===== config.mk =====
export PLATFORM = sky130hd
export DESIGN_NAME = ale_cell
export DESIGN_NICKNAME = d
export VERILOG_FILES = /design/src/rtl/ale_pkg.sv /design/src/rtl/ale_cell.sv
export SDC_FILE = /design/constraint.sdc
export NUM_CORES = 1
export LEC_CHECK = 0
export ABC_AREA = 1
export BUFFER_PORTS_ARGS = -buffer_cell sky130_fd_sc_hd__buf_4
export CORE_ASPECT_RATIO = 1.1
export CORE_MARGIN = 8
export CORE_UTILIZATION = 45
export DETAILED_ROUTE_END_ITERATION = 10
export PLACE_DENSITY_LB_ADDON = 0.1
export SYNTH_ARGS = -nofsm -noshare
export SYNTH_HDL_FRONTEND = slang
export SYNTH_SLANG_ARGS = --single-unit

===== constraint.sdc =====
create_clock -name i_clk -period 5.6 [get_ports i_clk]
set_input_delay 1.12 -clock i_clk [delete_from_list [all_inputs] [get_ports i_clk]]
set_output_delay 1.12 -clock i_clk [all_outputs]
set_load 0.05 [all_outputs]

===== src/rtl/ale_pkg.sv =====
`default_nettype none
package ale_pkg;

    localparam int CAPACITY = 128;

    localparam int ACTION_W = 3;
    localparam int WORD_W   = 32;
    localparam int INDEX_W  = 7;
    localparam int COUNT_W  = 8;
    localparam int TOTAL_W  = 39;

    localparam logic [ACTION_W-1:0] ACT_APPEND = 3'd0;
    localparam logic [ACTION_W-1:0] ACT_REMOVE = 3'd1;
    localparam logic [ACTION_W-1:0] ACT_ASC    = 3'd2;
    localparam logic [ACTION_W-1:0] ACT_DESC   = 3'd3;
    localparam logic [ACTION_W-1:0] ACT_READ   = 3'd4;

    localparam logic [2:0] MODE_HOLD    = 3'd0;
    localparam logic [2:0] MODE_ROTATE  = 3'd1;
    localparam logic [2:0] MODE_SORT    = 3'd2;
    localparam logic [2:0] MODE_LOAD    = 3'd3;
    localparam logic [2:0] MODE_COMPACT = 3'd4;

    typedef struct packed {
        logic [2:0]        mode;
        logic              phase;
        logic              desc;
        logic [WORD_W-1:0] load_word;
    } t_ctl;

endpackage
`default_nettype wire


===== src/rtl/ale_cell.sv =====
`default_nettype none
module ale_cell
    import ale_pkg::*;
#(
    parameter int CAP = CAPACITY,
    parameter int IDX = 0
) (
    input  wire                          i_clk,
    input  t_ctl                         i_ctl,
    input  wire  [$clog2(CAP+1)-1:0]     i_count,
    input  wire  [$clog2(CAP)-1:0]       i_kpos,
    input  wire  [WORD_W-1:0]            i_left_word,
    input  wire                          i_left_swap,
    input  wire  [WORD_W-1:0]            i_right_word,
    output logic [WORD_W-1:0]            o_word,
    output logic                         o_swap_r
);

    localparam int CW = $clog2(CAP+1);
    localparam int IW = $clog2(CAP);
    localparam logic PAR = (IDX % 2) != 0;

    logic [WORD_W-1:0] r_word;
    logic [WORD_W-1:0] n_word;
    logic              pair_on;
    logic              gt;
    logic              lt;

    assign pair_on  = (i_ctl.phase == PAR) && (CW'(IDX + 1) < i_count);
    assign gt       = $signed(r_word) > $signed(i_right_word);
    assign lt       = $signed(r_word) < $signed(i_right_word);
    assign o_swap_r = pair_on && (i_ctl.desc ? lt : gt);
    assign o_word   = r_word;

    always_comb begin
        case (i_ctl.mode)
            MODE_ROTATE:  n_word = i_right_word;
            MODE_SORT:    n_word = o_swap_r ? i_right_word :
                                   (i_left_swap ? i_left_word : r_word);
            MODE_LOAD:    n_word = (CW'(IDX) == i_count) ? i_ctl.load_word : r_word;
            MODE_COMPACT: n_word = (IW'(IDX) >= i_kpos) ? i_right_word : r_word;
            default:      n_word = r_word;
        endcase
    end

    always_ff @(posedge i_clk) begin
        r_word <= n_word;
    end

endmodule
`default_nettype wire


# After elaboration in Yosys (flattened, before gate mapping)
# Index checks and enable logic that the tools add are counted.
[classes]
order_cmp = 4
eq_ne = 7
muxes = 6
bitwise = 1
reduce_logical = 5
[op_table]
columns = ["cell", "count"]
rows = [
  ["two-way mux 32 bit", 4],
  ["one-hot mux 32 bit (4 select lines)", 1],
  ["greater-than comparator 32 bit", 1],
  ["< comparator 32 bit", 1],
  ["zero test 8 bit", 1],
  ["< comparator 1 x 8 -> 1 bit, first input constant", 1],
  [">= comparator 1 x 7 -> 1 bit, first input constant", 1],
  ["== test 3 x 2 -> 1 bit, second input constant", 2],
  ["inequality test 2 bit, second input constant", 2],
  ["AND reduction 4 bit", 1],
  ["nonzero test 4 bit", 1],
  ["== test 3 x 1 -> 1 bit, second input constant", 1],
  ["== test 3 bit, second input constant", 1],
  ["inequality test 3 bit, second input constant", 1],
  ["logical AND 1 bit", 2],
  ["two-way mux 1 bit", 1],
  ["inverter 1 bit", 1],
]
[totals]
ff_bits = 32
inputBits = 118
output_inout_bits = 33
elab_cells = 24

# Logic depth before layout (Yosys ltp)
# Gate-level depths: netlist of run 1.
[logic_depth]
depth_word = 5
mapped_depth = 22
mapped_depth_nobuf = 21

# Worst setup path before layout of run 1
# OpenSTA, ideal clock, no wires.
[synth_path]
path_kind = "input to register"
startpoint = "input i_right_word[31]"
endpoint = "register r_word[0], in the netlist o_word[0], enable pin"
setup_time_ps = 432
arrival_ps = 4121
required_time_ps = 5168
path_slack_ps = 1047
stages = 15
n_path_buf = 1
cell_sequence = "inv_1 ha_1 nand2_1 nor2_2 nand2_1 nor3b_2 nand2_1 nand2_1 nand2_1 nand3_1 nand2_2 inv_4 nand2_4 buf_6 a21oi_1"
[synth_between]
elab_chain_cells = 5
word_cells_on_any_way = 6
classes_between = "order compare (2); eq/ne (1); mux (1); reduce/logical (2)"
[synth_lines]
columns = ["item", "line_no", "text"]
rows = [
  ["start: declaration", "ale_cell.sv:14", "input wire [WORD_W-1:0] i_right_word,"],
  ["greater-than comparator 32 bit / < comparator 32 bit (equally long branches)", "ale_cell.sv:30, ale_cell.sv:31", ""],
  ["two-way mux 1 bit *", "ale_cell.sv:32", "assign o_swap_r = pair_on && (i_ctl.desc ? lt : gt);"],
  ["logical AND 1 bit *", "ale_cell.sv:32", ""],
  ["inequality test 3 bit (no source line) *", "--", ""],
  ["AND reduction 4 bit (no source line) *", "--", ""],
  ["end signal: assignment", "ale_cell.sv:47", "r_word <= n_word;"],
  ["end: declaration", "ale_cell.sv:23", "logic [WORD_W-1:0] r_word;"],
]
# Mark *: on every way between the ends. The rest lies on a longest branch, timed or not.
# A chain may end at the register's enable or synchronous reset.

# Worst setup path after layout of run 1
[layout_path]
startpoint = "input i_right_word[31]"
endpoint = "output o_swap_r"
[layout_between]
elab_chain_cells = 3
word_cells_on_any_way = 4
classes_between = "order compare (2); mux (1); reduce/logical (1)"
[layout_lines]
columns = ["item", "line_no", "text"]
rows = [
  ["greater-than comparator 32 bit / < comparator 32 bit (equally long branches)", "ale_cell.sv:30, ale_cell.sv:31", ""],
  ["two-way mux 1 bit *", "ale_cell.sv:32", ""],
  ["logical AND 1 bit *", "ale_cell.sv:32", ""],
  ["end: declaration", "ale_cell.sv:16", "output logic o_swap_r"],
]
# Marked as above.

==> impl_metrics.tcl, run 1 <==
set metrics [dict create \
    critPathArrivalTime_ns 3.48 \
    cpPeakStageDelay_ns 0.35 \
    cts_buffers 5 \
    drt-total-wl_microns 10000 \
    crit_buf_inv 5 \
    p_leak_nw 2.48 \
    clockBufferDepth 2 \
    ff_latch_area_sq_um 961 \
    grt_pass1_wl_microns 16400 \
    drc 0 \
    placed_cell_area_sq_um 4350 \
    async_flop_share_pct 0 \
    wl_per_cell_microns 14.1 \
    track_usage_pct 20.1 \
    dr.pass1.iters 5 \
    vdd_drop_max_v 0.000114 \
    first_global_vias 3530 \
    postCtsHoldBufs 0 \
    clkTransAtPathRegs_ns 0.07 \
    fp.coreArea_sq_um 6930 \
    grt_remaining_overflow 0 \
    finalCritPeriodShare_pct 82.1 \
    synthFlopType "edfxtp_1" \
    final_core_util_pct 64.0 \
    num_io_pins 151 \
    rsz0062_at_grt "no" \
    worstPathCellList "buf_4 > inv_1 > ha_1 > nand2_1 > nor2_2 > nand2_1 > nor3b_2 > nand2_1 > nand2_1 > nand2_1 > nand3_1 > nand2_2 > inv_4 > nand2_4 > inv_1 > buf_4" \
    die_width_microns 96.0 \
    cts_tree "yes" \
    final_cell_area_sq_um 4430 \
    row_count 32 \
    cts_resized 0 \
    vias 3446 \
    cp-startpoint "i_right_word[31]" \
    fin_setup_tns_ns 0 \
    largest_reg_flops 32 \
    min_from "i_ctl[7]" \
    grt_max_degree 35 \
    ys_ff_latch 32 \
    synth_top_cell_by_area "edfxtp_1" \
    dpl.hpwl_microns 7800 \
    yosysWarnings 0 \
    max-cap-violations 0 \
    timing.fmax_mhz 217 \
    status "finished, final reports clean" \
    endpoint_kind "primary output" \
    drive_gt1_share_pct 27.5 \
    diodes 0 \
    holdWs_ns 1.20 \
    path_delay_family "simple AND/OR/NAND/NOR gates" \
    hp-class "in -> reg" \
    netlist_area_sq_um 3170 \
    nFillCells 680 \
    cts_root_buf "clkbuf_8" \
    final_cell_mix "155 x buf_4, 136 x nand2_1, 112 x inv_1" \
    r2r_start "o_word[23]$_DFFE_PP_" \
    synth_nets 630 \
    clock_latency_ns 0.29 \
    ant_nets 0 \
    skew_ns 0.00855 \
    initial_utilization_pct 45.7 \
    crit_path_max_fanout 34 \
    vias_per_cell 4.85 \
    area_delta_synth_final_pct 39.9 \
    synth.avg_cell_area_sq_um 6.60 \
    slew_headroom_pct 66.1 \
    powerDensity_nw_per_um2 184 \
    first_iter_violations 191 \
    layout_commonest_cell "buf_4" \
    synth_top_area_share_pct 30.3 \
    synth-edff-count 32 \
    synth_cells 480 \
    period_minus_slack_ns 4.60 \
    cts_sinks 32 \
    die_y_microns 104 \
    postCtsSetupBuffers 0 \
    multi_input_area_sq_um 1690 \
    finalHoldViolations 0 \
    dieArea_sq_um 9980 \
    crit_slowest_cell "ha_1" \
    drv_slew 0 \
    htree_levels 2 \
    ys_types 23 \
    cp-start-kind "input port" \
    synth_area_leaders "edfxtp_1 30%, nand2_1 16%, inv_1 13%" \
    nets 774 \
    numPortBuffers 150 \
    critPathMostFrequentCell "nand2_1" \
    tightest_slew_ns 0.507 \
    seq_area_frac_synth_pct 30.3 \
    antenna_found_initial 0 \
    required_ns 4.48 \
    worstSetupPathType "in -> out" \
    gp_congestion 0.820 \
    setup_viol 0 \
]
## logic make-up (layout without fill, tap and decap cells)
family,after synthesis,count (layout),share of synthesized area (%)
simple gates,231,231,31.4
buf+inv,131,276,16.8
compound gates,54,54,8.77
fa+ha+maj,32,32,12.6
flops,32,32,30.3
## worst min-delay path: stages
cell and delay (ns):
buf_4 0.07, nand2_1 0.04, o21ai_0 0.06, inv_1 0.04
nand2_1 0.05
## final timing paths
check | endpoint | slack [ns] | depth (start not counted)
setup reg to reg | o_word[24]$_DFFE_PP_ | 2.05 | 14
hold / removal | o_word[7]$_DFFE_PP_ | 1.20 | 5
setup / recovery | o_swap_r | 1.00 | 16
hold reg to reg | o_word[28]$_DFFE_PP_ | 1.34 | 9
## routing by layer
metal  vias up  track usage [%]  wire, microns
li1       1801                -              -
met1      1541             24.2           4200
met2        95             34.9           4990
met3         9             4.48            721
met4         0             4.07             99
met5         -                0              0
## cell type report
| type | count | area share, % |
|---|---|---|
| clock inverter | 3 | 0.311 |
| tap | 85 | 2.40 |
| inverter | 113 | 9.63 |
| sequential | 32 | 21.7 |
| multi-input combinational | 317 | 38.2 |
| timing repair buffer | 155 | 26.3 |
| clock buffer | 5 | 1.55 |
## synth_stat cells, types with 2 or more instances
cell and count:
a21oi_1 15, nand2_1 136, o21a_1 2, buf_2 7
inv_1 112, edfxtp_1 32, buf_6 3, buf_4 2
clkbuf_1 6, nor4_1 2, nand2_2 2, ha_1 32
o21ai_0 36, nand4_1 2, nor2_1 14, nand3_1 70
## through the flow
step                total power, mW  std cells  setup WS, ns
floorplan                     0.514        480          1.05
global route                  0.865        710         0.741
finish                        0.813        710          1.00
global placement              0.639        702          1.06
CTS                           0.819        710          1.00
detailed placement            0.644        702          1.01
## where the power goes
group	switching, mW	internal, mW	total [mW]
Combinational	0.204	0.133	0.338
Clock	0.0920	0.0844	0.176
Sequential	0.0111	0.288	0.299
Total	0.307	0.506	0.813
No activity file was read; power rests on OpenSTA's default activity.
==> run 2, diff against run 1 <==
--- a/config.mk
+++ b/config.mk
@@ -5,11 +5,11 @@
 export SDC_FILE = /design/constraint.sdc
 export NUM_CORES = 1
 export LEC_CHECK = 0
-export ABC_AREA = 1
+export ABC_AREA = 0
 export BUFFER_PORTS_ARGS = -buffer_cell sky130_fd_sc_hd__buf_4
 export CORE_ASPECT_RATIO = 1.1
 export CORE_MARGIN = 8
-export CORE_UTILIZATION = 45
+export CORE_UTILIZATION = 41
 export DETAILED_ROUTE_END_ITERATION = 10
 export PLACE_DENSITY_LB_ADDON = 0.1
 export SYNTH_ARGS = -nofsm -noshare
==> constraint.sdc (replaced) <==
create_clock -name i_clk -period 3.9 [get_ports i_clk]
set_input_delay 0.78 -clock i_clk [delete_from_list [all_inputs] [get_ports i_clk]]
set_output_delay 0.78 -clock i_clk [all_outputs]
set_load 0.05 [all_outputs]
==> impl_metrics.tcl, run 2 <==
set metrics [dict create \
    row_count 30 \
    status "finished, final reports clean" \
    cts_buffers 5 \
    crit_buf_inv 3 \
    ff2ff_path_depth 10 \
    worstSetupPathType "in -> out" \
    dieArea_sq_um 9270 \
    ant_nets 0 \
    synthFlopType "edfxtp_1" \
    fp.coreArea_sq_um 6190 \
    max-cap-violations 0 \
    clock_latency_ns 0.28 \
    critPathMostFrequentCell "buf_4" \
    endpoint "o_swap_r" \
    skew_ns 0.00809 \
    first_global_vias 3113 \
    grt_remaining_overflow 0 \
    powerDensity_nw_per_um2 275 \
    drc 0 \
    vias 2728 \
    dr.pass1.iters 4 \
    cts_root_buf "clkbuf_8" \
    cts_resized 0 \
    postCtsSetupBuffers 0 \
    gp_congestion 0.779 \
    track_usage_pct 19.9 \
    setup_viol 0 \
    wl_per_cell_microns 18.3 \
    nFillCells 544 \
    htree_levels 2 \
    nets 570 \
    grt_max_degree 33 \
    largest_reg_flops 32 \
    dpl.hpwl_microns 7520 \
    critPathArrivalTime_ns 2.84 \
    die_y_microns 100 \
    holdWs_ns 0.792 \
    r2r_start "o_word[7]$_DFFE_PP_" \
    final_cell_mix "159 x buf_4, 32 x edfxtp_1, 29 x a221o_2" \
    cp-start-kind "input port" \
    ys_types 38 \
    path_delay_family "compound AO/OA/AOI/OAI gates" \
    p_leak_nw 1.94 \
    synth_area_leaders "edfxtp_1 36%, ha_1 15%, a221o_2 12%" \
    vdd_drop_max_v 0.000142 \
    initial_utilization_pct 42.7 \
    period_minus_slack_ns 3.62 \
    cts_sinks 32 \
    yosysWarnings 0 \
    antenna_found_initial 0 \
    finalCritPeriodShare_pct 92.7 \
    synthMostInstantiatedCell "inv_1" \
    synth_top_cell_by_area "edfxtp_1" \
    first_iter_violations 81 \
    cp-startpoint "i_right_word[13]" \
    rsz0062_at_grt "no" \
    numPortBuffers 150 \
    synth_cells 265 \
    crit_slowest_cell "mux2i_2" \
    layout_commonest_cell "buf_4" \
    die_width_microns 92.5 \
    power.total_mw 1.15 \
    finalHoldViolations 0 \
    slew_headroom_pct 28.0 \
    r2r_slack_ns 0.49 \
    clkTransAtPathRegs_ns 0.07 \
    crit_cells 10 \
    diodes 0 \
    area_delta_synth_final_pct 57.7 \
    synth-edff-count 32 \
    drt-total-wl_microns 9170 \
    netlist_area_sq_um 2640 \
    endpoint_kind "primary output" \
    hp-class "in -> reg" \
    crit_path_max_fanout 2 \
    synth.avg_cell_area_sq_um 9.97 \
    required_ns 3.12 \
    worstPathCellList "buf_4 > inv_2 > ha_4 > a21oi_1 > o21ai_0 > a211o_1 > o32ai_2 > mux2i_2 > mux2i_4 > buf_4" \
    synth_top_area_share_pct 36.4 \
    cts_tree "yes" \
    worstReg2RegEnd "o_word[26]$_DFFE_PP_" \
    tightest_slew_ns 1.08 \
    timing.fmax_mhz 277 \
    drv_slew 0 \
    vias_per_cell 5.45 \
    ys_ff_latch 32 \
    num_io_pins 151 \
    synth_nets 415 \
    seq_area_frac_synth_pct 36.4 \
    clockBufferDepth 2 \
    async_flop_share_pct 0 \
    postCtsHoldBufs 0 \
    drive_gt1_share_pct 54.2 \
    grt_pass1_wl_microns 14800 \
    cpPeakStageDelay_ns 0.34 \
    synth_commonest_cells "33 x inv_1, 32 x edfxtp_1, 32 x ha_1, 29 x a221o_2, 25 x nand2_1" \
]
==> run 2: cell count changes in the layout (fill, tap and decap cells not counted), sizes merged, moves of 3 or more <==
| cell | before | now |
|---|---|---|
| a221o | 0 | 32 |
| and3 | 0 | 16 |
| buf | 155 | 160 |
| inv | 113 | 33 |
| mux2i | 0 | 3 |
| nand2 | 139 | 25 |
| nand2b | 0 | 4 |
| nand3 | 70 | 1 |
| nand4 | 2 | 8 |
| nor2 | 15 | 5 |
| o21ai | 36 | 23 |
==> run 2: cells by family (layout without fill, tap and decap cells) <==
kind of cell	count (synthesis)	in the layout	share of synthesized area, %
muxes	3	3	1.28
adders and majority gates	32	32	15.2
DFF	32	32	36.4
buffers and inverters	45	201	7.53
and+or+nand+nor	73	73	15.5
AOI/OAI and AO/OA	80	80	24.1
==> run 2: layout make-up <==
class	count	area [sq um]	area share, %
Clock buffer	7	76.3	1.83
Clock inverter	1	3.75	0.0901
Inverter	33	149	3.57
Multi-Input combinational cell	188	1660	39.9
Sequential cell	32	961	23.1
Tap cell	80	100	2.40
Timing Repair Buffer	160	1210	29.1
==> run 2: report_power, final <==
part	switching, mW	leakage, nW	internal [mW]
logic	0.248	1.59	0.220
clock network	0.120	0.0399	0.124
registers	0.0196	0.305	0.416
==> run 2: worst min path at each step <==
stage / cells past startpoint / slack, ns / to / start
3_3_place_gp: 2 / 1.08 / o_word[21]$_DFFE_PP_ / i_left_word[21]
2_1_floorplan: 1 / 0.99 / o_word[21]$_DFFE_PP_ / i_right_word[21]
3_5_place_dp: 2 / 1.09 / o_word[21]$_DFFE_PP_ / i_left_word[21]
5_1_grt: 2 / 0.78 / o_word[17]$_DFFE_PP_ / i_left_word[17]
4_1_cts: 2 / 0.79 / o_word[21]$_DFFE_PP_ / i_left_word[21]
6_report: 2 / 0.79 / o_word[21]$_DFFE_PP_ / i_left_word[21]
==> run 2: through the flow <==
stage          area, sq um  cells  worst slack, ns  util [%]  setup TNS [ns]
2_1_floorplan         2850    265          -0.0143         -          -0.456
3_3_place_gp          4090    493           0.0436      66.0               0
3_5_place_dp          4090    493           0.0274      66.0               0
4_1_cts               4170    501            0.270      67.3               0
5_1_grt               4170    501            0.122      67.3               0
6_report              4170    501            0.283      67.3               0
==> run 2: routing by layer <==
layer | up-vias | global-route usage, % | part of all wire, %
met2 | 115 | 34.3 | 50
li1 | 1337 | - | -
met4 | 0 | 6.33 | 1.2
met3 | 8 | 6.95 | 8.7
met5 | - | 0 | 0
met1 | 1268 | 22.4 | 40
==> run 3, diff against run 2 <==
--- a/config.mk
+++ b/config.mk
@@ -9,7 +9,7 @@
 export BUFFER_PORTS_ARGS = -buffer_cell sky130_fd_sc_hd__buf_4
 export CORE_ASPECT_RATIO = 1.1
 export CORE_MARGIN = 8
-export CORE_UTILIZATION = 41
+export CORE_UTILIZATION = 45
 export DETAILED_ROUTE_END_ITERATION = 10
 export PLACE_DENSITY_LB_ADDON = 0.1
 export SYNTH_ARGS = -nofsm -noshare
==> constraint.sdc (replaced) <==
create_clock -name i_clk -period 3.7 [get_ports i_clk]
set_input_delay 0.74 -clock i_clk [delete_from_list [all_inputs] [get_ports i_clk]]
set_output_delay 0.74 -clock i_clk [all_outputs]
set_load 0.05 [all_outputs]
==> impl_metrics.tcl, run 3 (synthesized netlist as in run 2, its figures left out) <==
set metrics [dict create \
    max-cap-violations 0 \
    die_y_microns 96.4 \
    num_io_pins 151 \
    gp_congestion 0.839 \
    wl_per_cell_microns 17.7 \
    rsz0062_at_grt "no" \
    grt_max_degree 33 \
    cts_root_buf "clkbuf_8" \
    fp.coreArea_sq_um 5730 \
    cts_tree "yes" \
    area_delta_synth_final_pct 57.3 \
    nFillCells 472 \
    track_usage_pct 20.8 \
    nets 567 \
    vdd_drop_max_v 0.000187 \
    r2r_start "o_word[5]$_DFFE_PP_" \
    grt_remaining_overflow 0 \
    finalHoldViolations 0 \
    multi_input_area_sq_um 1660 \
    skew_ns 0.00291 \
    row_count 29 \
    cp-start-kind "input port" \
    grt_pass1_wl_microns 13900 \
    ant_nets 0 \
    layout_commonest_cell "buf_4" \
    setup_viol 0 \
    antenna_found_initial 0 \
    holdWs_ns 0.758 \
    dieArea_sq_um 8580 \
    first_iter_violations 87 \
    clkTransAtPathRegs_ns 0.07 \
    cp-startpoint "i_right_word[7]" \
    drt-met1-wl_microns 3480 \
    die_width_microns 89.1 \
    numPortBuffers 150 \
    initial_utilization_pct 46.1 \
    tightest_slew_ns 1.04 \
    final_cell_mix "155 x buf_4, 32 x edfxtp_1, 29 x a221o_2" \
    endpoint "o_swap_r" \
    cts_sinks 32 \
    vias_per_cell 5.39 \
    worstSetupPathType "in -> out" \
    postCtsSetupBuffers 0 \
    drt-total-wl_microns 8740 \
    worstReg2RegEnd "o_word[25]$_DFFE_PP_" \
    ff_latch_area_sq_um 961 \
    drive_gt1_share_pct 54.3 \
    endpoint_kind "primary output" \
    placed_cell_area_sq_um 4070 \
    vias 2668 \
    p_leak_nw 1.93 \
    diodes 0 \
    final_cell_area_sq_um 4160 \
    ff2ff_path_depth 10 \
    drv_slew 0 \
    period_minus_slack_ns 3.58 \
    status "finished, final reports clean" \
    final_core_util_pct 72.5 \
    drc 0 \
    clockBufferDepth 2 \
    timing.fmax_mhz 279 \
    first_global_vias 3059 \
    dpl.hpwl_microns 7120 \
    dr.pass1.iters 4 \
    cts_buffers 5 \
    hp-class "in -> reg" \
    powerDensity_nw_per_um2 289 \
    clock_latency_ns 0.28 \
    postCtsHoldBufs 0 \
    crit_path_max_fanout 3 \
    htree_levels 2 \
    required_ns 2.96 \
    highest_layer "met4" \
    largest_reg_flops 32 \
    critPathArrivalTime_ns 2.84 \
    slew_headroom_pct 30.4 \
    wl_met2_microns 4270 \
    wl_met3_microns 838 \
    finalCritPeriodShare_pct 96.8 \
    r2r_slack_ns 0.30 \
    cts_resized 0 \
]
## run 3: cell types whose count changed in the layout (fill, tap and decap cells not counted), sizes merged
cell	delta
buf	-3
clkbuf	-2
clkinv	+2
## run 3: through the flow
stage / power (mW) / std cells / TNS [ns] / worst slack [ns]
after floorplan: 0.749 / 265 / -5.58 / -0.174
after global placement: 0.941 / 487 / -1.91 / -0.0608
after detailed placement: 0.955 / 487 / -4.00 / -0.120
after CTS: 1.21 / 495 / 0 / 0.119
after global routing: 1.26 / 495 / 0 / 0.00576
final: 1.20 / 495 / 0 / 0.120
## run 3: worst min path at each step
stage / start / endpoint / slack, ns / cells past startpoint
after floorplan: i_right_word[21] / o_word[21]$_DFFE_PP_ / 0.95 / 1
after global placement: i_left_word[25] / o_word[25]$_DFFE_PP_ / 1.04 / 2
after detailed placement: i_left_word[21] / o_word[21]$_DFFE_PP_ / 1.04 / 2
after CTS: i_left_word[21] / o_word[21]$_DFFE_PP_ / 0.75 / 2
after global routing: i_left_word[14] / o_word[14]$_DFFE_PP_ / 0.76 / 2
final: i_left_word[21] / o_word[21]$_DFFE_PP_ / 0.76 / 2
## run 3: critical path, stage by stage
cell and delay, ns:
buf_4 0.12, inv_4 0.05, ha_4 0.20, a21oi_2 0.10, o21ai_1 0.09, a211o_1 0.31
o32ai_2 0.30, mux2i_2 0.35, mux2i_4 0.32, buf_4 0.25
## run 3: where the power goes
part           internal (mW)  switching, mW
registers              0.438         0.0208
logic                  0.228          0.258
clock network          0.128          0.129
## run 3: layout make-up
cell class,instances,area share [%]
Clock inverter,3,0.331
Clock buffer,5,1.66
Timing Repair Buffer,157,29.0
Multi-Input combinational cell,188,40.0
Tap cell,77,2.32
Sequential cell,32,23.1
Inverter,33,3.58
## run 3: per-layer routing
| layer | vias to the layer above | GRT usage, % |
|---|---|---|
| met2 | 115 | 36.1 |
| met4 | 0 | 7.63 |
| li1 | 1328 | - |
| met5 | - | 0 |
| met1 | 1213 | 23.6 |
| met3 | 12 | 6.35 |
