**config.mk**
```make
export PLATFORM = sky130hd
export DESIGN_NAME = ale_stats
export DESIGN_NICKNAME = d
export VERILOG_FILES = /design/src/rtl/ale_pkg.sv /design/src/rtl/ale_stats.sv
export SDC_FILE = /design/constraint.sdc
export NUM_CORES = 1
export LEC_CHECK = 0
export BUFFER_PORTS_ARGS = -buffer_cell sky130_fd_sc_hd__clkbuf_2
export CAP_MARGIN = 20
export CORE_MARGIN = 8
export CORE_UTILIZATION = 34
export CTS_BUF_LIST = sky130_fd_sc_hd__clkbuf_8
export DETAILED_ROUTE_END_ITERATION = 8
export SKIP_CTS_REPAIR_TIMING = 1
export SLEW_MARGIN = 20
export SYNTH_ARGS = -nofsm -noshare
export SYNTH_HDL_FRONTEND = slang
export SYNTH_SLANG_ARGS = --single-unit
```
**constraint.sdc**
```tcl
create_clock -name i_clk -period 7.8 [get_ports i_clk]
set_input_delay 0.78 -clock i_clk [delete_from_list [all_inputs] [get_ports i_clk]]
set_output_delay 0.78 -clock i_clk [all_outputs]
set_load 0.01 [all_outputs]
```
**src/rtl/ale_pkg.sv**
```systemverilog
`default_nettype none
package ale_pkg;

    localparam int CAPACITY = 128;

    localparam int ACTION_W = 3;
    localparam int WORD_W   = 32;
    localparam int INDEX_W  = 7;
    localparam int COUNT_W  = 8;
    localparam int TOTAL_W  = 39;

    localparam logic [ACTION_W-1:0] ACT_APPEND = 3'd0;
    localparam logic [ACTION_W-1:0] ACT_REMOVE = 3'd1;
    localparam logic [ACTION_W-1:0] ACT_ASC    = 3'd2;
    localparam logic [ACTION_W-1:0] ACT_DESC   = 3'd3;
    localparam logic [ACTION_W-1:0] ACT_READ   = 3'd4;

    localparam logic [2:0] MODE_HOLD    = 3'd0;
    localparam logic [2:0] MODE_ROTATE  = 3'd1;
    localparam logic [2:0] MODE_SORT    = 3'd2;
    localparam logic [2:0] MODE_LOAD    = 3'd3;
    localparam logic [2:0] MODE_COMPACT = 3'd4;

    typedef struct packed {
        logic [2:0]        mode;
        logic              phase;
        logic              desc;
        logic [WORD_W-1:0] load_word;
    } t_ctl;

endpackage
`default_nettype wire

```
**src/rtl/ale_stats.sv**
```systemverilog
`default_nettype none
module ale_stats
    import ale_pkg::*;
#(
    parameter int CAP = CAPACITY
) (
    input  wire                              i_clk,
    input  wire                              i_rst_n,
    input  wire                              i_clear,
    input  wire                              i_take,
    input  wire  [WORD_W-1:0]                i_word,
    output logic [WORD_W+$clog2(CAP):0]      o_sum,
    output logic [$clog2(CAP)-1:0]           o_imax,
    output logic [$clog2(CAP)-1:0]           o_imin
);

    localparam int IW = $clog2(CAP);
    localparam int SW = WORD_W + IW + 1;

    logic [IW-1:0]     r_pos;
    logic              r_any;
    logic [WORD_W-1:0] r_max;
    logic [WORD_W-1:0] r_min;

    always_ff @(posedge i_clk) begin
        if (!i_rst_n || i_clear) begin
            r_pos  <= '0;
            r_any  <= 1'b0;
            o_sum  <= '0;
            o_imax <= '0;
            o_imin <= '0;
        end else if (i_take) begin
            r_pos <= r_pos + 1'b1;
            r_any <= 1'b1;
            o_sum <= o_sum + SW'($signed(i_word));
            if (!r_any || $signed(i_word) > $signed(r_max)) begin
                r_max  <= i_word;
                o_imax <= r_pos;
            end
            if (!r_any || $signed(i_word) < $signed(r_min)) begin
                r_min  <= i_word;
                o_imin <= r_pos;
            end
        end
    end

endmodule
`default_nettype wire

```
* Word level (Yosys, flattened, before mapping)
Index checks and enable logic that the tools add are counted.
** Word-level totals
- Register bits after elaboration :: 126
- Bits of input ports :: 36
- Output and inout bits :: 54
** Cells by class
- Add/sub/neg operators :: 2
- Magnitude comparators :: 2
- Bitwise logic cells :: 1
- Reduce and logical (&&, ||, !) cells :: 9
** Operators by type and width (count)
- 40-bit adder :: 1
- 32-bit greater-than comparator :: 1
- 32-bit less-than comparator :: 1
- 7-bit by 1-bit adder with 7-bit output, second input constant :: 1
- 3-bit AND reduction :: 2
- 2-bit AND reduction :: 2
- 1-bit logical OR :: 3
- 1-bit zero test :: 2
- 1-bit inverter :: 1

* Longest topological paths before layout
Gate-level depths: netlist of the first run.
- Word-level depth :: 4
- Depth in mapped cells :: 12
- Gate-level depth less buffers :: 11

* Least setup slack after synthesis of the first run
No wires, ideal clock.
- Kind :: input-to-reg
- From :: input i_word[21]
- To :: register r_max[0] (enable)
- Library setup time :: 0.461 ns
- Arrival time :: 4.309 ns
- Data required time :: 7.339 ns
- Path slack :: 3.029 ns
- Stages :: 9
- Path buffers :: 0
- Cell sequence :: ha_1 -> a21o_1 -> a21o_1 -> a21oi_1 -> nor2_1 -> a211oi_1 -> o21a_1 -> o311ai_0 -> nor3_1
** Between the ends
- Word-level cells in the longest chain between the ends :: 3
** Ends and longest elaborated chain
- start, declared :: RTL line ale_stats.sv:11 : input wire [WORD_W-1:0] i_word,
- 32-bit greater-than comparator :: RTL line ale_stats.sv:36 : if (!r_any || $signed(i_word) > $signed(r_max)) begin
- 1-bit logical OR :: RTL line ale_stats.sv:36
- 3-bit AND reduction (no source line)
- end signal, assigned :: RTL line ale_stats.sv:37 : r_max <= i_word;
- end, declared :: RTL line ale_stats.sv:22 : logic [WORD_W-1:0] r_max;
Every way passes these cells.
A chain may end at the register's enable or synchronous reset.

* Worst setup path after layout of the first run
- From :: input i_word[9]
- To :: register r_min[29] (enable)
** Between the ends
- Word-level cells in the longest chain between the ends :: 3
** Ends and longest elaborated chain
- 32-bit less-than comparator :: RTL line ale_stats.sv:40 : if (!r_any || $signed(i_word) < $signed(r_min)) begin
- 1-bit logical OR :: RTL line ale_stats.sv:40
- 3-bit AND reduction (no source line)
- end signal, assigned :: RTL line ale_stats.sv:41 : r_min <= i_word;
- end, declared :: RTL line ale_stats.sv:23 : logic [WORD_W-1:0] r_min;
Every way passes these cells.

==> results of run 1 <==
-- cell type report --
| type | instances | area, µm² | share of cell area, % |
|---|---|---|---|
| Timing Repair Buffer | 95 | 490 | 5.30 |
| Clock inverter | 12 | 154 | 1.66 |
| Inverter | 79 | 297 | 3.20 |
| Sequential cell | 126 | 3160 | 34.2 |
| Tap cell | 319 | 399 | 4.31 |
| Clock buffer | 20 | 275 | 2.97 |
| Multi-Input combinational cell | 599 | 4470 | 48.4 |
-- state kept, by name (all words and copies together), names as in the netlist --
name / count
o_imax: 7
o_imin: 7
o_sum: 40
r_any: 1
r_max: 32
r_min: 32
r_pos: 7
-- synthesized netlist by cell type, types with 3 or more instances --
cell type and count:
a211oi_1 7, a21o_1 49, a21oi_1 58, a31oi_1 5, and2_1 3, and3_1 6
buf_1 3, buf_2 6, clkbuf_1 15, dfxtp_1 62, edfxtp_1 64, ha_1 103
inv_1 79, mux2i_1 35, nand2_1 54, nand2b_1 5, nand3_1 25, nand3b_1 7
nand4_1 20, nor2_1 56, nor2b_1 6, nor3_1 8, nor3b_1 7, nor4_1 3
o211ai_1 4, o21a_1 4, o21ai_0 42, o21ai_1 5, o21bai_1 10, o31ai_1 5
or3_1 3, xnor2_1 19, xor2_1 16
-- worst paths after layout --
check / end / depth (start not counted)
max: r_min[29]$_DFFE_PP_ / 10
min reg2reg: o_imax[1]$_SDFFE_PP0P_ / 2
max reg2reg: r_min[29]$_DFFE_PP_ / 10
min: o_imax[1]$_SDFFE_PP0P_ / 2
-- where the power goes --
group	switching [mW]	internal (mW)	total [mW]
logic	0.166	0.109	0.274
clock network	0.262	0.367	0.628
registers	0.0126	0.718	0.730
-- layout by cell type (no fill, tap or decap), drive strengths merged, types with 7 or more instances in the layout --
cell type	n
a211oi	8
a21o	49
a21oi	60
and3	7
clkbuf	109
dfxtp	62
edfxtp	64
ha	103
inv	84
mux2i	35
nand2	54
nand3	25
nand3b	7
nand4	20
nor2	57
nor3	8
nor3b	7
o21ai	49
o21bai	12
xnor2	19
xor2	16
-- critical path, cell delays in order --
cell and delay [ps]:
clkbuf_2 130, ha_1 320, a21o_1 190, a211oi_1 360, a211oi_1 190, a211oi_2 260
nor4_1 110, a311oi_4 610, and2_1 770, buf_4 390
-- stage by stage --
step / power [mW] / setup slack [ps] / util (%)
floorplan: 0.933 / 3030 / -
finish: 1.63 / 3810 / 39.7
CTS: 1.65 / 3800 / 39.7
detailed placement: 1.02 / 3340 / 37.8
global placement: 1.02 / 3420 / 37.8
global route: 1.71 / 3490 / 39.7
-- logic make-up after synthesis --
| logic type | count (synthesis) | synth area share, % |
|---|---|---|
| compound gates | 213 | 18.1 |
| simple gates | 212 | 13.0 |
| flops | 126 | 39.4 |
| buf+inv | 105 | 5.06 |
| fa+ha+maj | 104 | 16.3 |
| xor+xnor | 35 | 3.82 |
| mux | 35 | 4.36 |
-- per-layer routing --
| layer | GRT usage [%] | vias up | share of wire [%] |
|---|---|---|---|
| li1 | - | 3185 | - |
| met1 | 18.7 | 2966 | 48 |
| met4 | 4.50 | 0 | 1.4 |
| met5 | 0 | - | 0 |
| met3 | 3.93 | 21 | 5.2 |
| met2 | 23.0 | 126 | 45 |
==> report_table.html, run 1 <==
<table>
<tr><th>Metric</th><th>Value</th></tr>
<tr><th colspan="2">GRT</th></tr>
<tr><td>First-pass GRT wire length</td><td>roughly 33 mm</td></tr>
<tr><td>Aggregate global-route resource usage</td><td>about 14%</td></tr>
<tr><td>Number of global-route vias before repair</td><td>between 6,000 and 7,000</td></tr>
<tr><td>Antenna violations before repair</td><td>0</td></tr>
<tr><td>Largest net degree at the start of global routing</td><td>61</td></tr>
<tr><td>Total overflow reported by the global router</td><td>0</td></tr>
<tr><th colspan="2">Route</th></tr>
<tr><td>Iteration-0 DRC Markers</td><td>slightly above 300</td></tr>
<tr><td>Via density per instance</td><td>5.04</td></tr>
<tr><td>Total number of vias</td><td>6,298</td></tr>
<tr><td>Routed len/inst</td><td>roughly 16 µm</td></tr>
<tr><td>Number of iterations in the first detailed-routing pass</td><td>5</td></tr>
<tr><td>Post-route DRC violation count</td><td>0</td></tr>
<tr><td>Count of antenna-violating nets left after detailed routing</td><td>0</td></tr>
<tr><td>Aggregate routed wire length</td><td>20.2 mm</td></tr>
<tr><th colspan="2">Die</th></tr>
<tr><td>Full die area</td><td>28,800 µm²</td></tr>
<tr><td>Floorplan die height</td><td>approximately 170 µm</td></tr>
<tr><td>Number of placement rows</td><td>56</td></tr>
<tr><td>I/O pin cnt</td><td>90</td></tr>
<tr><td>Starting Density</td><td>~34%</td></tr>
<tr><td>Die span in x</td><td>roughly 170 µm</td></tr>
<tr><td>Placeable core area</td><td>between 20,000 and 25,000 µm²</td></tr>
<tr><th colspan="2">Placement</th></tr>
<tr><td>Port Buffers</td><td>between 80 and 90</td></tr>
<tr><td>Post-placement cell area</td><td>8820 µm²</td></tr>
<tr><td>Post-detailed-placement half-perimeter wirelength</td><td>about 15 mm</td></tr>
<tr><td>Number of placed instances, taps included</td><td>approximately 1,200</td></tr>
<tr><td>Final estimated routing congestion in global placement</td><td>0.812</td></tr>
<tr><th colspan="2">Worst hold path</th></tr>
<tr><td>Worst hold path type</td><td>reg -&gt; reg</td></tr>
<tr><td>Start point of the worst hold path</td><td>o_imax[1]$_SDFFE_PP0P_</td></tr>
<tr><th colspan="2">Clock network</th></tr>
<tr><td>Number of buffers added by the clock tree synthesis step</td><td>17</td></tr>
<tr><td>Maximum level of the CTS H-tree</td><td>4</td></tr>
<tr><td>Cell chosen for the clock root</td><td>clkbuf_8</td></tr>
<tr><td>Clock tree from TritonCTS</td><td>yes</td></tr>
<tr><td>Clock latency on the worst-skew pair</td><td>roughly 450 ps</td></tr>
<tr><td>Max Root-Sink Buffers</td><td>2</td></tr>
<tr><td>Reg clk slew, reported paths</td><td>approximately 70 ps</td></tr>
<tr><td>Clock sinks</td><td>126</td></tr>
<tr><th colspan="2">Timing</th></tr>
<tr><td>Peak Freq</td><td>approximately 250 MHz</td></tr>
<tr><td>Relative slew slack</td><td>between 40% and 50%</td></tr>
<tr><td>Slew Limit Fails</td><td>0</td></tr>
<tr><td>Post-route clock period utilization</td><td>between 50% and 60%</td></tr>
<tr><td>Time the worst path needs with I/O delays and setup</td><td>around 4000 ps</td></tr>
<tr><td>Hold violation count in the final report</td><td>0</td></tr>
<tr><td>Number of setup violations in the final report</td><td>0</td></tr>
<tr><td>RSZ-0062 raised after global routing</td><td>no</td></tr>
<tr><td>Worst hold-check slack</td><td>between 400 and 500 ps</td></tr>
<tr><td>Worst clock skew</td><td>roughly 18 ps</td></tr>
<tr><td>Slew at the pin closest to its max-slew limit</td><td>850 ps</td></tr>
<tr><td>Setup tns final</td><td>0 ps</td></tr>
<tr><th colspan="2">Power</th></tr>
<tr><td>Power density over the cells</td><td>about 180 nW/µm²</td></tr>
<tr><td>Lkg Pwr</td><td>~4.4 nW</td></tr>
<tr><td>IR Drop Worst-Case VDD</td><td>0.0888 mV</td></tr>
<tr><th colspan="2">Cells and area</th></tr>
<tr><td>Total inserted antenna cells</td><td>0</td></tr>
<tr><td>Share of final-layout standard cells stronger than drive strength 1</td><td>about 15%</td></tr>
<tr><td>Final layout net count</td><td>roughly 1,100</td></tr>
<tr><td>Syn-to-layout area delta</td><td>15.2%</td></tr>
<tr><td>Final standard cell count with taps included and fillers excluded</td><td>roughly 1,300</td></tr>
<tr><td>Final-layout fill cell count</td><td>between 2,000 and 2,500</td></tr>
<tr><td>Cell area after layout</td><td>around 9300 µm²</td></tr>
<tr><th colspan="2">Worst setup path</th></tr>
<tr><td>Critical path data required time</td><td>between 7000 and 8000 ps</td></tr>
<tr><td>Largest driver fanout on the critical path</td><td>17</td></tr>
<tr><td>Crit. End Element</td><td>flip-flop</td></tr>
<tr><td>Slack of the worst reg-to-reg path</td><td>a little under 4000 ps</td></tr>
<tr><td>Worst EP arrival</td><td>~4100 ps</td></tr>
<tr><td>Path type of the worst setup path</td><td>in -&gt; reg</td></tr>
<tr><td>Source of the critical timing path</td><td>i_word[9]</td></tr>
<tr><td>Critical Path Source Type</td><td>input port</td></tr>
<tr><td>RR Startpoint</td><td>r_min[9]$_DFFE_PP_</td></tr>
<tr><th colspan="2">Outcome</th></tr>
<tr><td>Status</td><td>complete, no violations</td></tr>
<tr><th colspan="2">Yosys</th></tr>
<tr><td>Most used flip-flop cell after synthesis</td><td>edfxtp_1</td></tr>
<tr><td>Sequential-to-total area share from yosys stat</td><td>approximately two fifths</td></tr>
<tr><td>Area share of the largest cell type after synthesis</td><td>between 20% and 30%</td></tr>
<tr><td>Synthesized instance count</td><td>830</td></tr>
<tr><td>Average footprint of a synthesized cell</td><td>~9.7 µm²</td></tr>
<tr><td>Post-synth design cell area</td><td>approximately 8000 µm²</td></tr>
<tr><td>Leading cell types by total area after synthesis</td><td>edfxtp_1, ha_1, dfxtp_1</td></tr>
<tr><td>Net count after synthesis</td><td>between 900 and 1,000</td></tr>
<tr><td>Post-synthesis sequential element count</td><td>approximately 130</td></tr>
<tr><td>Number of synthesized flops with an enable pin</td><td>64</td></tr>
<tr><td>Fraction of registers with async set/reset</td><td>0%</td></tr>
<tr><td>Yosys Warn Count</td><td>0</td></tr>
<tr><td>Count of cell types in the netlist</td><td>64</td></tr>
<tr><td>Yosys top cell by area</td><td>edfxtp_1</td></tr>
<tr><th colspan="2">Job</th></tr>
<tr><td>Max Cap Viol</td><td>0</td></tr>
</table>
Power figures use the tool's default switching activity.
==> inputs of run 2 (changes only) <==
Settings changed: ABC_AREA from default to 1.
Clock period 7.8 ns to 3.65 ns, I/O delays scaled along.
==> report_table.html, run 2 <==
<table>
<tr><th>Metric</th><th>Value</th></tr>
<tr><th colspan="2">Worst setup path</th></tr>
<tr><td>Cell type with the highest occurrence count on the critical path</td><td>nand2_1</td></tr>
<tr><td>Critical path data required time</td><td>3800 ps (-4130 ps)</td></tr>
<tr><td>RR Startpoint</td><td>r_max[31]$_DFFE_PP_</td></tr>
<tr><td>Crit. End Element</td><td>flip-flop</td></tr>
<tr><td>Worst EP arrival</td><td>3180 ps (-940 ps)</td></tr>
<tr><td>Critical Path Source Type</td><td>flip-flop</td></tr>
<tr><td>Source of the critical timing path</td><td>r_max[31]$_DFFE_PP_</td></tr>
<tr><td>Largest driver fanout on the critical path</td><td>24 (+7)</td></tr>
<tr><td>Largest stage delay on the critical path</td><td>370 ps (-400 ps)</td></tr>
<tr><td>Largest delay share family, worst path</td><td>simple AND/OR/NAND/NOR gates</td></tr>
<tr><td>CP Buf/Inv Count</td><td>2 (unchanged)</td></tr>
<tr><td>Path type of the worst setup path</td><td>reg -&gt; reg</td></tr>
<tr><td>Cells traversed along the worst timing path</td><td>inv_1 &gt; ha_1 &gt; nand2_1 &gt; nor2_2 &gt; nand2_1 &gt; nor3b_2 &gt; nand2_1 &gt; nand2_1 &gt; nand2_1 &gt; nand2_1 &gt; nand2_1 &gt; nand2_2 &gt; nand2_1 &gt; nor2_4 &gt; buf_12</td></tr>
<tr><td>Crit path max-delay cell type</td><td>ha_1</td></tr>
<tr><th colspan="2">Cells and area</th></tr>
<tr><td>Total inserted antenna cells</td><td>0 (unchanged)</td></tr>
<tr><td>Most common library cell in the layout ignoring fill and taps</td><td>nand2_1</td></tr>
<tr><td>Final layout net count</td><td>1,371 (+30%)</td></tr>
<tr><td>Number of flip-flops under the largest register name</td><td>40 (unchanged)</td></tr>
<tr><td>Syn-to-layout area delta</td><td>14.1%</td></tr>
<tr><td>Top flop regs</td><td>o_sum x40, r_max x32, r_min x32</td></tr>
<tr><td>Final-layout fill cell count</td><td>2,634 (+11%)</td></tr>
<tr><td>Top library cells by usage in the layout, fill and taps aside</td><td>nand2_1, inv_1, nor2_1</td></tr>
<tr><td>Register with the most flip-flops</td><td>o_sum</td></tr>
<tr><td>Share of final-layout standard cells stronger than drive strength 1</td><td>11.7% (-3.3 points)</td></tr>
<tr><th colspan="2">Timing</th></tr>
<tr><td>Number of setup violations in the final report</td><td>0 (unchanged)</td></tr>
<tr><td>Slew Limit Fails</td><td>0 (unchanged)</td></tr>
<tr><td>Relative slew slack</td><td>38.8% (-4.5 points)</td></tr>
<tr><td>Post-route clock period utilization</td><td>between 80 and 90%</td></tr>
<tr><td>Hold violation count in the final report</td><td>0 (unchanged)</td></tr>
<tr><td>Time the worst path needs with I/O delays and setup</td><td>roughly 3000 ps</td></tr>
<tr><td>Slew at the pin closest to its max-slew limit</td><td>917 ps (+67.0 ps)</td></tr>
<tr><td>Worst-case setup margin in the final layout</td><td>621 ps (-3190 ps)</td></tr>
<tr><td>Setup tns final</td><td>0 ps (unchanged)</td></tr>
<tr><td>Peak Freq</td><td>approximately 330 MHz</td></tr>
<tr><td>RSZ-0062 raised after global routing</td><td>no</td></tr>
<tr><td>Worst clock skew</td><td>15.7 ps (-2.29 ps)</td></tr>
<tr><th colspan="2">Yosys</th></tr>
<tr><td>Leading cell types by total area after synthesis</td><td>edfxtp_1, ha_1, dfxtp_1</td></tr>
<tr><td>Post-synthesis sequential element count</td><td>126 (unchanged)</td></tr>
<tr><td>Yosys top cell by area</td><td>edfxtp_1</td></tr>
<tr><td>Synthesized instance count</td><td>1,137 (+37%)</td></tr>
<tr><td>Average footprint of a synthesized cell</td><td>7.55 µm² (-22%)</td></tr>
<tr><td>Fraction of registers with async set/reset</td><td>0% (unchanged)</td></tr>
<tr><td>Net count after synthesis</td><td>1,277 (+32%)</td></tr>
<tr><td>Number of synthesized flops with an enable pin</td><td>64 (unchanged)</td></tr>
<tr><td>Most frequently used cell type in the post-synthesis netlist</td><td>nand2_1</td></tr>
<tr><td>Post-synth design cell area</td><td>8580 µm² (+6.9%)</td></tr>
<tr><td>Sequential-to-total area share from yosys stat</td><td>36.9% (-2.5 points)</td></tr>
<tr><td>Area share of the largest cell type after synthesis</td><td>22.4% (-1.5 points)</td></tr>
<tr><td>Yosys Warn Count</td><td>0 (unchanged)</td></tr>
<tr><td>Most used flip-flop cell after synthesis</td><td>edfxtp_1</td></tr>
<tr><td>Most common library cells after synthesis</td><td>nand2_1, inv_1, nor2_1</td></tr>
<tr><td>Count of cell types in the netlist</td><td>41 (-36%)</td></tr>
<tr><th colspan="2">Die</th></tr>
<tr><td>Floorplan die height</td><td>175 µm (+3.1%)</td></tr>
<tr><td>Die span in x</td><td>175 µm (+3.1%)</td></tr>
<tr><td>I/O pin cnt</td><td>90 (unchanged)</td></tr>
<tr><td>Full die area</td><td>30,600 µm² (+6.2%)</td></tr>
<tr><td>Placeable core area</td><td>25,000 µm² (+7.0%)</td></tr>
<tr><td>Number of placement rows</td><td>58 (+3.6%)</td></tr>
<tr><td>Starting Density</td><td>34.4% (-0.039 points)</td></tr>
<tr><th colspan="2">Route</th></tr>
<tr><td>Count of antenna-violating nets left after detailed routing</td><td>0 (unchanged)</td></tr>
<tr><td>Post-route DRC violation count</td><td>0 (unchanged)</td></tr>
<tr><td>Total number of vias</td><td>7,584 (+20%)</td></tr>
<tr><td>Aggregate routed wire length</td><td>23.4 mm (+16%)</td></tr>
<tr><td>Via density per instance</td><td>4.82 (-4.4%)</td></tr>
<tr><td>Number of iterations in the first detailed-routing pass</td><td>7 (+2)</td></tr>
<tr><td>Routed len/inst</td><td>14.8 µm (-8.1%)</td></tr>
<tr><td>Iteration-0 DRC Markers</td><td>509 (+69%)</td></tr>
<tr><th colspan="2">Job</th></tr>
<tr><td>Max Cap Viol</td><td>0 (unchanged)</td></tr>
<tr><th colspan="2">Clock network</th></tr>
<tr><td>Clock tree from TritonCTS</td><td>yes</td></tr>
<tr><td>Reg clk slew, reported paths</td><td>90 ps (+20 ps)</td></tr>
<tr><td>Max Root-Sink Buffers</td><td>2 (unchanged)</td></tr>
<tr><td>Cell chosen for the clock root</td><td>clkbuf_8</td></tr>
<tr><td>Clock sinks</td><td>126 (unchanged)</td></tr>
<tr><td>Number of buffers added by the clock tree synthesis step</td><td>17 (unchanged)</td></tr>
<tr><td>Clock latency on the worst-skew pair</td><td>460 ps (about the same)</td></tr>
<tr><td>Maximum level of the CTS H-tree</td><td>4 (unchanged)</td></tr>
<tr><th colspan="2">Power</th></tr>
<tr><td>Lkg Pwr</td><td>4.94 nW (+13%)</td></tr>
<tr><td>IR Drop Worst-Case VDD</td><td>0.174 mV (+96%)</td></tr>
<tr><td>Power density over the cells</td><td>356 nW/µm² (+100%)</td></tr>
<tr><th colspan="2">Placement</th></tr>
<tr><td>Final estimated routing congestion in global placement</td><td>0.936 (+15%)</td></tr>
<tr><td>Port Buffers</td><td>89 (unchanged)</td></tr>
<tr><td>Post-Place Setup Slack</td><td>204 ps (-3130 ps)</td></tr>
<tr><td>Post-detailed-placement half-perimeter wirelength</td><td>18.5 mm (+24%)</td></tr>
<tr><th colspan="2">Worst hold path</th></tr>
<tr><td>Start point of the worst hold path</td><td>i_word[7]</td></tr>
<tr><td>Worst hold path type</td><td>in -&gt; reg</td></tr>
<tr><th colspan="2">GRT</th></tr>
<tr><td>First-pass GRT wire length</td><td>38.0 mm (+16%)</td></tr>
<tr><td>Aggregate global-route resource usage</td><td>15.5% (+1.1 points)</td></tr>
<tr><td>Antenna violations before repair</td><td>0 (unchanged)</td></tr>
<tr><td>Total overflow reported by the global router</td><td>0 (unchanged)</td></tr>
<tr><td>Largest net degree at the start of global routing</td><td>45 (-26%)</td></tr>
<tr><td>Number of global-route vias before repair</td><td>7,430 (+20%)</td></tr>
<tr><th colspan="2">Outcome</th></tr>
<tr><td>Status</td><td>complete, no violations</td></tr>
</table>
[run 2: cell count changes in the layout (fill, tap and decap cells not counted), moves of 17 or more]
cell     delta
xnor2_1    -17
nand2_1   +156
nand3_1    +34
mux2i_1    -35
inv_1     +104
a21oi_1    +41
a21o_1     -40
nor2_1    +109
[run 2: report_power, final]
| part | switching [mW] | total, mW | internal (mW) |
|---|---|---|---|
| Combinational | 0.430 | 0.661 | 0.231 |
| Clock | 0.637 | 1.25 | 0.616 |
| Sequential | 0.0328 | 1.57 | 1.54 |
[run 2: logic make-up (layout without fill, tap and decap cells)]
kind of cell,Yosys count,after routing,synth area share (%)
and+or+nand+nor,476,476,23.0
buffers and inverters,209,316,9.83
AOI/OAI and AO/OA,204,204,13.2
DFF,126,126,36.9
adders and majority gates,104,104,15.3
xor gates and xnor gates,18,18,1.84
[run 2: worst paths after layout]
| path | endpoint | slack [ps] | cells past startpoint |
|---|---|---|---|
| worst min register to register | o_imin[4]$_SDFFE_PP0P_ | 490 | 2 |
| worst max-delay path | r_max[17]$_DFFE_PP_ | 620 | 15 |
| worst max register to register | r_max[17]$_DFFE_PP_ | 620 | 15 |
| worst min-delay path | r_min[7]$_DFFE_PP_ | 160 | 1 |
[run 2: metrics by stage]
| stage | area, µm² | instances | util [%] | hold slack (ps) | power (mW) |
|---|---|---|---|---|---|
| 2_1_floorplan | 8580 | 1137 | - | 464 | 2.05 |
| 3_3_place_gp | 9400 | 1542 | 37.6 | 471 | 2.25 |
| 3_5_place_dp | 9400 | 1542 | 37.6 | 474 | 2.26 |
| 4_1_cts | 9790 | 1574 | 39.2 | 130 | 3.52 |
| 5_1_grt | 9790 | 1574 | 39.2 | 130 | 3.68 |
| 6_report | 9790 | 1574 | 39.2 | 155 | 3.48 |
[run 2: metal layers]
layer / track usage [%] / share of wire, % / wire length, µm / up-vias
li1: - / - / - / 3930
met1: 19.7 / 46 / 10800 / 3462
met2: 25.0 / 45 / 10600 / 163
met3: 4.06 / 6.0 / 1410 / 29
met4: 5.48 / 2.2 / 524 / 0
met5: 0 / 0 / 0 / -
[run 2: final cells by class]
| type | instances | area (µm²) | area share (%) |
|---|---|---|---|
| Clock buffer | 17 | 234 | 2.39 |
| Sequential cell | 126 | 3160 | 32.3 |
| Clock inverter | 15 | 163 | 1.66 |
| Timing Repair Buffer | 96 | 523 | 5.34 |
| Multi-Input combinational cell | 802 | 4590 | 46.9 |
| Inverter | 188 | 706 | 7.21 |
| Tap cell | 330 | 413 | 4.22 |
